$ cat config.mk
export PLATFORM = sky130hd
export DESIGN_NAME = mmp_mulmod_lane
export DESIGN_NICKNAME = d
export VERILOG_FILES = /design/src/rtl/assert_macros.svh /design/src/rtl/mmp_pkg.sv /design/src/rtl/mmp_mulmod_lane.sv
export SDC_FILE = /design/constraint.sdc
export NUM_CORES = 1
export LEC_CHECK = 0
export ABC_AREA = 0
export ABC_CLOCK_PERIOD_IN_PS = 6500
export BUFFER_PORTS_ARGS = -buffer_cell sky130_fd_sc_hd__buf_2
export CAP_MARGIN = 20
export CORE_ASPECT_RATIO = 1.1
export CORE_UTILIZATION = 40
export CTS_BUF_LIST = sky130_fd_sc_hd__clkbuf_16
export DETAILED_ROUTE_END_ITERATION = 16
export PLACE_DENSITY = 0.63
export SYNTH_ARGS = -nofsm -noshare
export SYNTH_HDL_FRONTEND = slang
export SYNTH_SLANG_ARGS = --single-unit
$ cat constraint.sdc
create_clock -name i_clk -period 6.5 [get_ports i_clk]
set_clock_uncertainty 0.05 [all_clocks]
set_input_delay 0.325 -clock i_clk [delete_from_list [all_inputs] [get_ports i_clk]]
set_output_delay 0.325 -clock i_clk [all_outputs]
set_load 0.05 [all_outputs]
$ cat src/rtl/assert_macros.svh
// ----------------------------------------------------------------------------
// assertion macros
// shared concurrent assertion forms for the rtl
// ----------------------------------------------------------------------------
`ifndef ASSERT_MACROS_SVH
`define ASSERT_MACROS_SVH

// same-cycle implication, disabled while reset is asserted
`define ASSERT_IMP(label, clk, rst_n, ante, cons, msg) \
    label: assert property (@(posedge clk) disable iff (!rst_n) (ante) |-> (cons)) \
        else $error(msg);

// next-cycle implication, disabled while reset is asserted
`define ASSERT_NXT(label, clk, rst_n, ante, cons, msg) \
    label: assert property (@(posedge clk) disable iff (!rst_n) (ante) |=> (cons)) \
        else $error(msg);

`endif

$ cat src/rtl/mmp_pkg.sv
// ----------------------------------------------------------------------------
// mmp_pkg
// types, constants and helpers of the 2x2 modular matrix power block
// ----------------------------------------------------------------------------
package mmp_pkg;

    // matrix geometry
    localparam int DIM   = 2;
    localparam int CELLS = DIM * DIM;
    localparam int LANES = CELLS * DIM;

    // field widths
    localparam int ELEM_W = 31;
    localparam int EXP_W  = 63;

    // one serial step per multiplier bit
    localparam int STEPS = ELEM_W;
    localparam int CNT_W = $clog2(STEPS);

    localparam logic [ELEM_W-1:0] MOD_RESET = ELEM_W'(1000000007);
    localparam logic [ELEM_W-1:0] MOD_MIN   = ELEM_W'(2);

    typedef logic [ELEM_W-1:0] t_elem;

    // sequencer states
    typedef enum logic [2:0] {
        ST_IDLE,
        ST_LOAD,
        ST_RUN,
        ST_FIN,
        ST_DONE
    } t_state;

    // matrix operation in progress
    typedef enum logic [1:0] {
        OP_RED,
        OP_MUL,
        OP_SQR
    } t_op;

    // lane control from the sequencer
    typedef struct packed {
        logic load;
        logic step;
    } t_lane_ctrl;

    // (a + b) mod m for a, b below m
    function automatic t_elem f_addmod(input t_elem a, input t_elem b, input t_elem m);
        logic [ELEM_W:0] s;
        s = {1'b0, a} + {1'b0, b};
        if (s >= {1'b0, m}) begin
            s = s - {1'b0, m};
        end
        return s[ELEM_W-1:0];
    endfunction

endpackage

$ cat src/rtl/mmp_mulmod_lane.sv
// ----------------------------------------------------------------------------
// mmp_mulmod_lane
// bit-serial modular multiplier, one multiplier bit per cycle while step is set, msb first
// ----------------------------------------------------------------------------
module mmp_mulmod_lane (
    input  logic                i_clk,
    input  mmp_pkg::t_lane_ctrl i_ctrl,
    input  mmp_pkg::t_elem      i_modulus,
    input  mmp_pkg::t_elem      i_addend,
    input  mmp_pkg::t_elem      i_serial,
    output mmp_pkg::t_elem      o_product
);
    import mmp_pkg::*;

    t_elem r_acc;
    t_elem r_add;
    t_elem r_sh;
    t_elem n_acc;
    t_elem n_add;
    t_elem n_sh;
    t_elem w_dbl;

    // double the partial product, then add the addend when the bit is set
    always_comb begin
        n_acc = r_acc;
        n_add = r_add;
        n_sh  = r_sh;
        w_dbl = f_addmod(r_acc, r_acc, i_modulus);
        priority if (i_ctrl.load) begin
            n_acc = '0;
            n_add = i_addend;
            n_sh  = i_serial;
        end else if (i_ctrl.step) begin
            n_acc = r_sh[ELEM_W-1] ? f_addmod(w_dbl, r_add, i_modulus) : w_dbl;
            n_sh  = {r_sh[ELEM_W-2:0], 1'b0};
        end
    end

    // datapath registers
    always_ff @(posedge i_clk) begin
        r_acc <= n_acc;
        r_add <= n_add;
        r_sh  <= n_sh;
    end

    assign o_product = r_acc;

endmodule

After elaboration in Yosys (flattened, before gate mapping)

Index checks and enable logic that the tools add are counted.

Register bits: 93
Bits of input ports: 96
Output and inout port bits: 31
Logic and storage cells: 15

Add/sub/neg operators: 4
Order comparisons: 2
Mux-type cells: 5
Reductions and logical operators: 1

Operators by type and width:

| cell                                         | number |
|---|---|
| two-way mux 31 bit                           | 5 |
| adder 31 x 31 -> 32 bit                      | 2 |
| greater-or-equal comparator 32 x 31 -> 1 bit | 2 |
| subtractor 31 bit                            | 2 |
| nonzero test 2 bit                           | 1 |

Logic depth before layout (Yosys ltp)

Gate-level depths: netlist (run 1).

Depth in word-level cells: 7
Depth in mapped cells: 33
Mapped depth without buffers: 31

Least setup slack after synthesis (run 1)

No wires, ideal clock.

Path type: flip-flop to flip-flop
Start: reg r_acc[22], in the netlist o_product[22]
End: reg r_acc[10], in the netlist o_product[10]
Setup time: 0.114 ns
Data arrival time: 6.510 ns
Path slack: -0.174 ns
Cell stages (with the launch flop): 31
Buffers on the path: 3
Period minus slack after synthesis: 6.674 ns
Cell sequence: dfxtp_1 -> ha_1 -> buf_2 -> a21oi_1 -> nand2_1 -> o311ai_0 -> a21oi_1 -> o31ai_2 -> buf_2 -> mux2_2 -> ha_1 -> a41o_1 -> a221oi_2 -> nor2_1 -> o311ai_4 -> nand2_1 -> a21o_1 -> a21oi_1 -> xnor2_1 -> ha_1 -> nand2_1 -> a21oi_1 -> nor2_1 -> a41oi_2 -> a211oi_1 -> o21a_1 -> o221ai_4 -> buf_4 -> mux2i_1 -> a21oi_1 -> a21o_1

Longest elaborated chain between the ends: 7
Elaborated cells on any way between the ends: 9
Those cells by class: add/sub: 4; order compare: 2; mux: 3

Ends and longest elaborated chain:

| what                                                                              | RTL line                     | source |
|---|---|---|
| from (decl)                                                                       | mmp_mulmod_lane.sv:15        | `t_elem r_acc;` |
| from (signal assigned)                                                            | mmp_mulmod_lane.sv:41        | `r_acc <= n_acc;` |
| adder 31 x 31 -> 32 bit *                                                         | mmp_pkg.sv:50                | `s = {1'b0, a} + {1'b0, b};` |
| greater-or-equal comparator 32 x 31 -> 1 bit or subtractor 31 bit (tied branches) | mmp_pkg.sv:51, mmp_pkg.sv:52 |  |
| two-way mux 31 bit *                                                              | mmp_pkg.sv:51                | `if (s >= {1'b0, m}) begin` |
| adder 31 x 31 -> 32 bit                                                           | mmp_pkg.sv:50                |  |
| subtractor 31 bit or greater-or-equal comparator 32 x 31 -> 1 bit (tied branches) | mmp_pkg.sv:52, mmp_pkg.sv:51 |  |
| two-way mux 31 bit                                                                | mmp_pkg.sv:51                |  |
| two-way mux 31 bit *                                                              | mmp_mulmod_lane.sv:34        | `n_acc = r_sh[ELEM_W-1] ? f_addmod(w_dbl, r_add, i_modulus) : w_dbl;` |

Mark *: on every way between the ends. The rest lies on a longest branch, timed or not.
A chain may end at the register's enable or synchronous reset.

Final worst setup path (run 1)

Start: reg r_acc[0], in the netlist o_product[0]
End: reg r_acc[22], in the netlist o_product[22]

Longest elaborated chain between the ends: 7
Elaborated cells on any way between the ends: 9
Those cells by class: add/sub: 4; order compare: 2; mux: 3

Ends and longest elaborated chain:

| what                                                                              | RTL line |
|---|---|
| adder 31 x 31 -> 32 bit *                                                         | mmp_pkg.sv:50 |
| subtractor 31 bit or greater-or-equal comparator 32 x 31 -> 1 bit (tied branches) | mmp_pkg.sv:52, mmp_pkg.sv:51 |
| two-way mux 31 bit *                                                              | mmp_pkg.sv:51 |
| adder 31 x 31 -> 32 bit                                                           | mmp_pkg.sv:50 |
| subtractor 31 bit or greater-or-equal comparator 32 x 31 -> 1 bit (tied branches) | mmp_pkg.sv:52, mmp_pkg.sv:51 |
| two-way mux 31 bit                                                                | mmp_pkg.sv:51 |
| two-way mux 31 bit *                                                              | mmp_mulmod_lane.sv:34 |

Marks and branches as above.

==> results.md, run 1 <==
- The slowest stage of the critical path is the o311ai_4 cell.
- The synthesized area per cell is around 8.7 sq um.
- In this run, distinct cell masters in the synthesized netlist total between 70 and 80.
- The number of nets handed over by synthesis was roughly 1200.
- The static leakage is 6.73 nW.
- The number of global-route vias before repair is 10200.
- The switching fraction of total power is 46.7%.
- The maximum buffer depth of the clock tree is 2.
- The maximum number of pins on one net before global-route repair is 62.
- The count of input and output buffers is 126.
- The checks that failed: negative setup slack.
- The total cell area at the placement stage is ~0.012 sq mm.
- The fill cell instance count of the final layout is 1806.
- The signal arrival time at the worst endpoint is between 6000 and 7000 ps.
- After synthesis, the most frequently instantiated cells are nand2_1, a21oi_1, o21ai_0, ha_1, edfxtp_1.
- CTS built an H-tree with a depth of 3.
- The most frequent cell after synthesis is nand2_1.
- The combined area of all synthesized cells is 0.00898 sq mm.
- The initial utilization of the core area, before any placement, comes to 40.7%.
- The synthesized design spends more area on one cell type than any other, namely edfxtp_1.
- Data on the critical path is required at its endpoint by about 6700 ps.
- The time the worst path needs with I/O delays and setup is approximately 6800 ps.
- Headroom to the max-slew limit came out at 45.0%.
- The number of clock buffers added by TritonCTS is 9.
- Setup repair after global routing could not meet its margin everywhere.
- At the pin with the least slew margin, the transition time is 825 ps.
- The cell sitting at the root of the clock tree is a clkbuf_16.
- The worst setup path is captured at a flip-flop.
- By startpoint and endpoint, the worst setup path is classified as flip-flop to flip-flop.
- The estimated wirelength of the detail-placed design is ~26000 um.
- In the synthesized netlist, the number of instances is slightly above 1000.
- For this block, the initial DRC count from the detailed router was slightly above 700.
- Setup violations remaining at the end of the flow were counted as 31.
- The timing-limited maximum frequency is between 100 and 150 MHz.
- The accumulated negative setup slack is -5310 ps.
- During synthesis, Yosys emitted a total of 0 warnings.
- The final standard cell area without fillers is ~0.014 sq mm.
- The clock group share of total power is 5.7%.
- The synthesized flop and latch total is 93.
- After layout, the worst path uses 104% of the clock period.
- The count of nets left with antenna violations after detail routing is 0.
- The worst vdd rail ir drop is between 0.2 and 0.3 mV.
- The tool flagged a number of max-cap violations equal to 0.
- The clock latency on the worst-skew pair is ~370 ps.
- In the post-synthesis netlist, the biggest area contributors are edfxtp_1, ha_1, dfxtp_1.
- The routed layout has between 10000 and 15000 vias.
- 127 I/O pins were placed.
- The number of hold violations in the final report was 0.
- The net count reported at finish is approximately 1700.
- The reported net switching power is 4.27 mW.
- The core region is 0.0220 sq mm.
- After detailed routing, the total wire length is roughly 34000 um.
- The combinational power share is a little under nine tenths.
- The DRC violations left is 0.
- Along the worst hold path, the cell count comes to 1.
- The floorplan die area is roughly 0.023 sq mm.
- The number of antenna violations at the first check in global routing is 0.
- The first detailed-routing pass ran for 5 iterations.
- The overall track demand over capacity in global routing is between 20 and 30%.
- The TritonCTS clock tree is done.
- STA classifies the critical path startpoint as a flip-flop.
- The share of synthesized area in the top cell type comes to 20.7%.
- The horizontal die dimension is 145 um.
- The cell with the most instances on the worst path is ha_4.
- The number of placement rows is between 50 and 60.
- The length in cells of the worst reg-to-reg path is 31.
- The area overhead of the layout relative to synthesis is 55.6%.
- In the final layout, the share of cells above drive strength 1 is between 40% and 50%.
- The most instantiated flip-flop cell in the synthesis netlist is edfxtp_1.
- After detailed routing, the average wire length per cell comes to approximately 19 um.
- The tightest min-delay check is of the input pin to flip-flop type.
- For this design the ratio of total power to cell area is 655 mW/mm^2.
- After global routing the overflow that remains totals 0.
- The final worst-path setup slack is -260 ps.
- The flow ran to the end, but the final reports show violations.
- Clock-pin slew was measured on the worst setup and hold paths at 80 ps.
- After detailed routing, the number of vias per cell comes to roughly 5.5.
- The number of max-slew violations in the final report was 0.
- The startpoint identified for the worst register-to-register timing path is o_product[0].
- For this run, the slowest stage of the critical path takes 390 ps.
- At the end of routability-driven placement, the weighted congestion stood at 1.00.
- The height of the die is between 150 and 200 um.
- The first global-routing pass estimated 51500 um of wire.
- The slack of the worst reg-to-reg path is -260 ps.
- In this run the most critical hold path is launched from i_addend[28].
- In this run the critical register-to-register path is captured at o_product[22].
- Of the synthesized area, sequential elements account for 27.6%.
- Counting flops with an async set or reset pin after synthesis yields a share of 0%.
- The design draws between 9 and 10 mW.
- The clock net in this run drives a total of 93 sinks.
- The fraction of power consumed by sequential logic is between 8 and 9%.
- 0 antenna diodes ended up in the layout.
- The number of enable-type register cells in the synthesized netlist is a little over 60.
- The maximum fanout along the worst path is 6.
- For hold timing, the worst endpoint is r_add[28].
- The total internal power is 4.88 mW.
==> per-stage QoR <==
step / setup WS (ps) / hold slack, ps / cells / util (%)
finish: -260 / 82.3 / 1829 / 63.4
global route: -473 / 72.8 / 1829 / 63.4
CTS: -17.3 / 75.6 / 1823 / 61.6
detailed placement: -726 / 453 / 1768 / 56.6
global placement: -517 / 452 / 1767 / 56.6
floorplan: 5.69 / 374 / 1036 / -
==> layer usage <==
layer / up-vias / wire, um / global-route usage [%]
li1: 4824 / - / -
met1: 4749 / 14100 / 36.1
met2: 430 / 16000 / 48.1
met3: 99 / 2240 / 4.96
met4: 0 / 1610 / 15.2
met5: - / 0 / 0
==> worst max-delay path: cells and delay by family, from the launching register on <==
| family | cells | cell delay [ps] |
|---|---|---|
| flip-flops | 1 | 360 |
| XOR/XNOR | 1 | 180 |
| multiplexers | 2 | 490 |
| adder cells (fa/ha/maj) | 4 | 830 |
| AO/OA/AOI/OAI | 14 | 3020 |
| buffers and inverters | 7 | 1080 |
| AND/OR/NAND/NOR | 3 | 590 |
==> cell families (layout without fill, tap and decap cells) <==
logic type,count (synthesis),in the layout,share of synthesized area (%)
compound gates,360,360,26.6
xor+xnor,82,82,8.00
fa+ha+maj,96,96,13.6
buf+inv,95,593,4.25
flops,93,93,27.6
mux,60,60,7.20
simple gates,250,250,12.7
==> layout by cell type (no fill, tap or decap), types with 7 or more instances in the layout <==
master	instances
o21ai_0	71
nand2_1	93
ha_1	73
a21o_1	40
and2_1	8
a21oi_1	76
mux2i_1	21
dfxtp_1	20
clkbuf_16	9
nor2b_1	9
edfxtp_1	62
nand2b_1	9
buf_6	10
a211oi_2	7
xor2_1	27
nor3_1	11
mux2_2	33
a22oi_1	7
a31oi_1	10
o211ai_1	7
buf_2	127
dfxtp_2	10
xnor2_1	49
inv_1	59
o21ai_1	15
o21bai_1	13
nand3_1	23
o21a_1	7
buf_4	374
a21oi_2	18
ha_4	16
nor2_1	51
==> power by group through the flow <==
stage / combinational, mW / clock [mW] / sequential (mW)
after floorplan: 3.42 / 0 / 1.05
after global placement: 6.32 / 0 / 0.811
after detailed placement: 6.42 / 0 / 0.813
after CTS: 7.21 / 0.531 / 0.805
after global routing: 8.33 / 0.550 / 0.815
final: 7.81 / 0.524 / 0.806
==> sequential cells by signal (all words and copies together), names as in the netlist <==
register and flops:
r_add 31, r_sh 31, o_product 31
==> repair_timing <==
item / 4_1_cts / 5_1_grt
cloned: 1 / 0
hold buffers: 0 / 0
endpoints found under the setup margin: 31 / 31
hold endpoints to repair: 0 / 0
setup buffers: 39 / 10
resized for setup: 102 / 73
pin swaps: 47 / 64
==> how the worst max path moves through the flow <==
stage | startpoint | end | slack (ps)
6_report | o_product[0] | o_product[22] | -260
2_1_floorplan | o_product[13] | o_product[10] | 6
4_1_cts | o_product[0] | o_product[24] | -20
3_3_place_gp | i_modulus[1] | o_product[1] | -520
5_1_grt | o_product[0] | o_product[16] | -470
3_5_place_dp | i_modulus[1] | o_product[1] | -730
==> layout make-up <==
type / count / area, sq um / share of cell area [%]
inverters: 58 / 218 / 1.56
clock buffers: 9 / 225 / 1.61
flip-flops and latches: 93 / 2500 / 17.9
clock inverters: 7 / 42.5 / 0.305
multi-input cells: 848 / 6890 / 49.4
well taps: 295 / 369 / 2.64
repair buffers: 519 / 3720 / 26.6
(Power assumes the default switching activity.)
==> run 2: changes to the inputs <==
- CTS_CLUSTER_SIZE: unset -> 20
- REMOVE_ABC_BUFFERS: unset -> 1
==> run 2 against run 1 <==
Net effect: the flow still finishes with violations (negative setup slack); worst setup slack better by 180 ps; worst hold slack worse by 3.0 ps; register-to-register slack gained 180 ps; critical endpoint is now o_product[9]; wire length down 11%; global-route usage down 2.6 points; die area stayed put; via count is 4.9% lower; sequential power shrank 1%; combinational power is 4.6% lower; largest cell class unchanged; power is 3.8% lower; clock-buffer cell count unchanged; critical path depth increased by 2.
==> results.md, run 2 (synthesis results as in run 1) <==
- The flow ran to the end, but the final reports show violations.
- The checks that failed: negative setup slack.
- The clock passes through at most 2 buffers.
- The cell with the largest stage delay on the worst path is fa_1.
- Once routing completed, OpenROAD measured the worst setup slack at -83.1 ps.
- The time the worst path needs with I/O delays and setup is between 6000 and 7000 ps.
- The worst hold slack is roughly 80 ps.
- The total of hold buffers inserted after clock tree synthesis is 0.
- The die covers 0.0231 sq mm.
- Of the total power, the share spent switching nets is between 40% and 50%.
- The number of global-route vias before repair was 9579.
- Setup repair after global routing could not meet its margin everywhere.
- At the end of the flow the core is filled with cells to between 60% and 70%.
- The number of antenna diodes in the final layout is 0.
- The height of the die is roughly 160 um.
- The register clock-pin slew on the reported worst setup and hold paths is ~80 ps.
- The iteration count of the initial detailed-routing pass is 5.
- The share of the cycle needed by the critical path after routing is 101%.
- The initial utilization of the core area, before any placement, comes to about two fifths.
- CTS placed an instance of clkbuf_16 at the clock tree root.
- Leaving out fill and tap cells, the most frequent cell in the layout is buf_4.
- The number of hold violations in the final report is 0.
- The count of placed standard cells in the final layout, fillers left out is 1777.
- The required time of the critical path is between 6000 and 7000 ps.
- Data on the critical path arrives at its endpoint at between 6000 and 7000 ps.
- The combinational power share is between 80 and 90%.
- For this run, the slowest stage of the critical path takes ~400 ps.
- The number of max-cap violations is 0.
- 127 I/O pins were placed.
- The total internal power is roughly 4.7 mW.
- The horizontal die dimension is ~140 um.
- The clock group share of total power is approximately 6.3%.
- The TritonCTS clock tree is done.
- In the routed design, unresolved DRC markers number 0.
- The timing-limited maximum frequency is around 150 MHz.
- The fraction of final layout cells sized beyond drive strength 1 is 42.7%.
- The count of buffers added on input and output ports is 126.
- For this run the aggregate overflow at the end of global routing stands at 0.
- Across all layers, the routed design uses about 9600 vias.
- For this block, the routed nets add up to 30200 um of wire.
- In the routed layout, each cell is associated on average with a via count of between 5 and 6.
- The total area inside the core boundary comes to about 0.022 sq mm.
- The area overhead of the layout relative to synthesis is 50.1%.
- In this run the worst path has a maximum fanout of 7.
- The relative slew slack is between 40% and 50%.
- The filler cells instantiated in the layout total approximately 1900.
- The count of nets left with antenna violations after detail routing is 0.
- Counting every sink on the clock net gives between 90 and 100.
- Buffers inserted during clock tree synthesis total 9.
- The placer congestion estimate is ~0.95.
- The H-tree was split into 3 levels.
- The wire length of the first global-routing pass is 47600 um.
- For the pin with the worst max-slew slack, the measured transition is approximately 880 ps.
- The overall track demand over capacity in global routing is roughly a quarter.
- The static leakage is around 6.5 nW.
- VDD sags by at most roughly 0.30 mV.
- Setup violations remaining at the end of the flow were counted as 16.
- The cell with the most instances on the worst path is buf_6.
- The clock latency on the worst-skew pair is approximately 360 ps.
- The multi-input combinational cells in the finished layout cover a total of between 0.006 and 0.007 sq mm.
- The power density normalized to cell area is ~650 mW/mm^2.
- The class of the worst hold path is input pin to flip-flop.
- The kind of critical path is flip-flop to flip-flop.
- The number of max-slew violations in the final report came to 0.
- The total area of sequential cells is approximately 0.0025 sq mm.
- The mean routed wirelength per cell is around 17 um.
- The first routing iteration left between 500 and 600 violations.
- Detailed placement ended at an HPWL of 23500 um.
- The top cell types in the final layout, fill and taps aside, are buf_4, buf_2, nand2_1.
- The net count reported at finish is around 1700.
- The initialized floorplan defines 57 standard-cell rows.
- Including well taps, the total number of placed cells is between 1500 and 2000.
- Of the total power, registers draw ~9.0%.
- The maximum number of pins on one net before global-route repair is between 60 and 70.
- The reported net switching power is ~4.1 mW.
- The worst setup path is launched from a flip-flop.
- The number of antenna violations at the first check in global routing is 0.
- The sort of element at the end of the critical path is a flip-flop.
[run 2: area by class of cell]
class,count,share of cell area (%)
repair buffers,467,25.0
flip-flops and latches,93,18.4
well taps,295,2.74
clock buffers,9,1.67
clock inverters,7,0.539
inverters,58,1.62
multi-input cells,848,50.0
[run 2: power groups by stage]
stage / Clock, mW / Sequential [mW] / Combinational (mW)
4_1_cts: 0.558 / 0.796 / 6.99
6_report: 0.551 / 0.796 / 7.45
3_3_place_gp: 0 / 0.804 / 6.20
5_1_grt: 0.578 / 0.807 / 8.02
2_1_floorplan: 0 / 1.05 / 3.36
3_5_place_dp: 0 / 0.806 / 6.25
[run 2: repair_timing]
action                     4_1_cts  5_1_grt
setup endpoints to repair       31       31
pin swaps                       63       30
gates cloned                     1        0
buffers inserted                24        3
gates resized for setup        115       52
[run 2: path summary, 6_finish.rpt]
kind           startpoint            to  slack, ps  depth (start not counted)
min          i_addend[17]     r_add[17]         80                          1
max reg2reg  o_product[0]  o_product[9]        -80                         33
min reg2reg       r_sh[6]       r_sh[7]        500                          1
max          o_product[0]  o_product[9]        -80                         33
[run 2: metrics by stage]
step / setup TNS (ps) / power, mW / cell area (sq um) / setup slack [ps]
after detailed placement: -17120 / 7.06 / 12200 / -660
after CTS: -2360 / 8.35 / 13200 / -147
final: -587 / 8.80 / 13500 / -83.1
after floorplan: -60030 / 4.40 / 8810 / -2100
after global routing: -8420 / 9.40 / 13500 / -367
after global placement: -12770 / 7.00 / 12200 / -525
[run 2: critical path, delay by kind of cell, from the launching register on]
family	cells	cell delay (ps)
DFF	1	370
and+or+nand+nor	2	170
AOI/OAI and AO/OA	16	2920
buffers and inverters	9	1310
xor gates and xnor gates	1	140
muxes	2	510
adders and majority gates	3	990
[run 2: metal layers]
metal | share of wire (%) | global-route usage [%]
met1 | 43 | 33.8
met2 | 48 | 44.5
met3 | 5.5 | 3.01
met4 | 3.8 | 12.2
met5 | 0 | 0
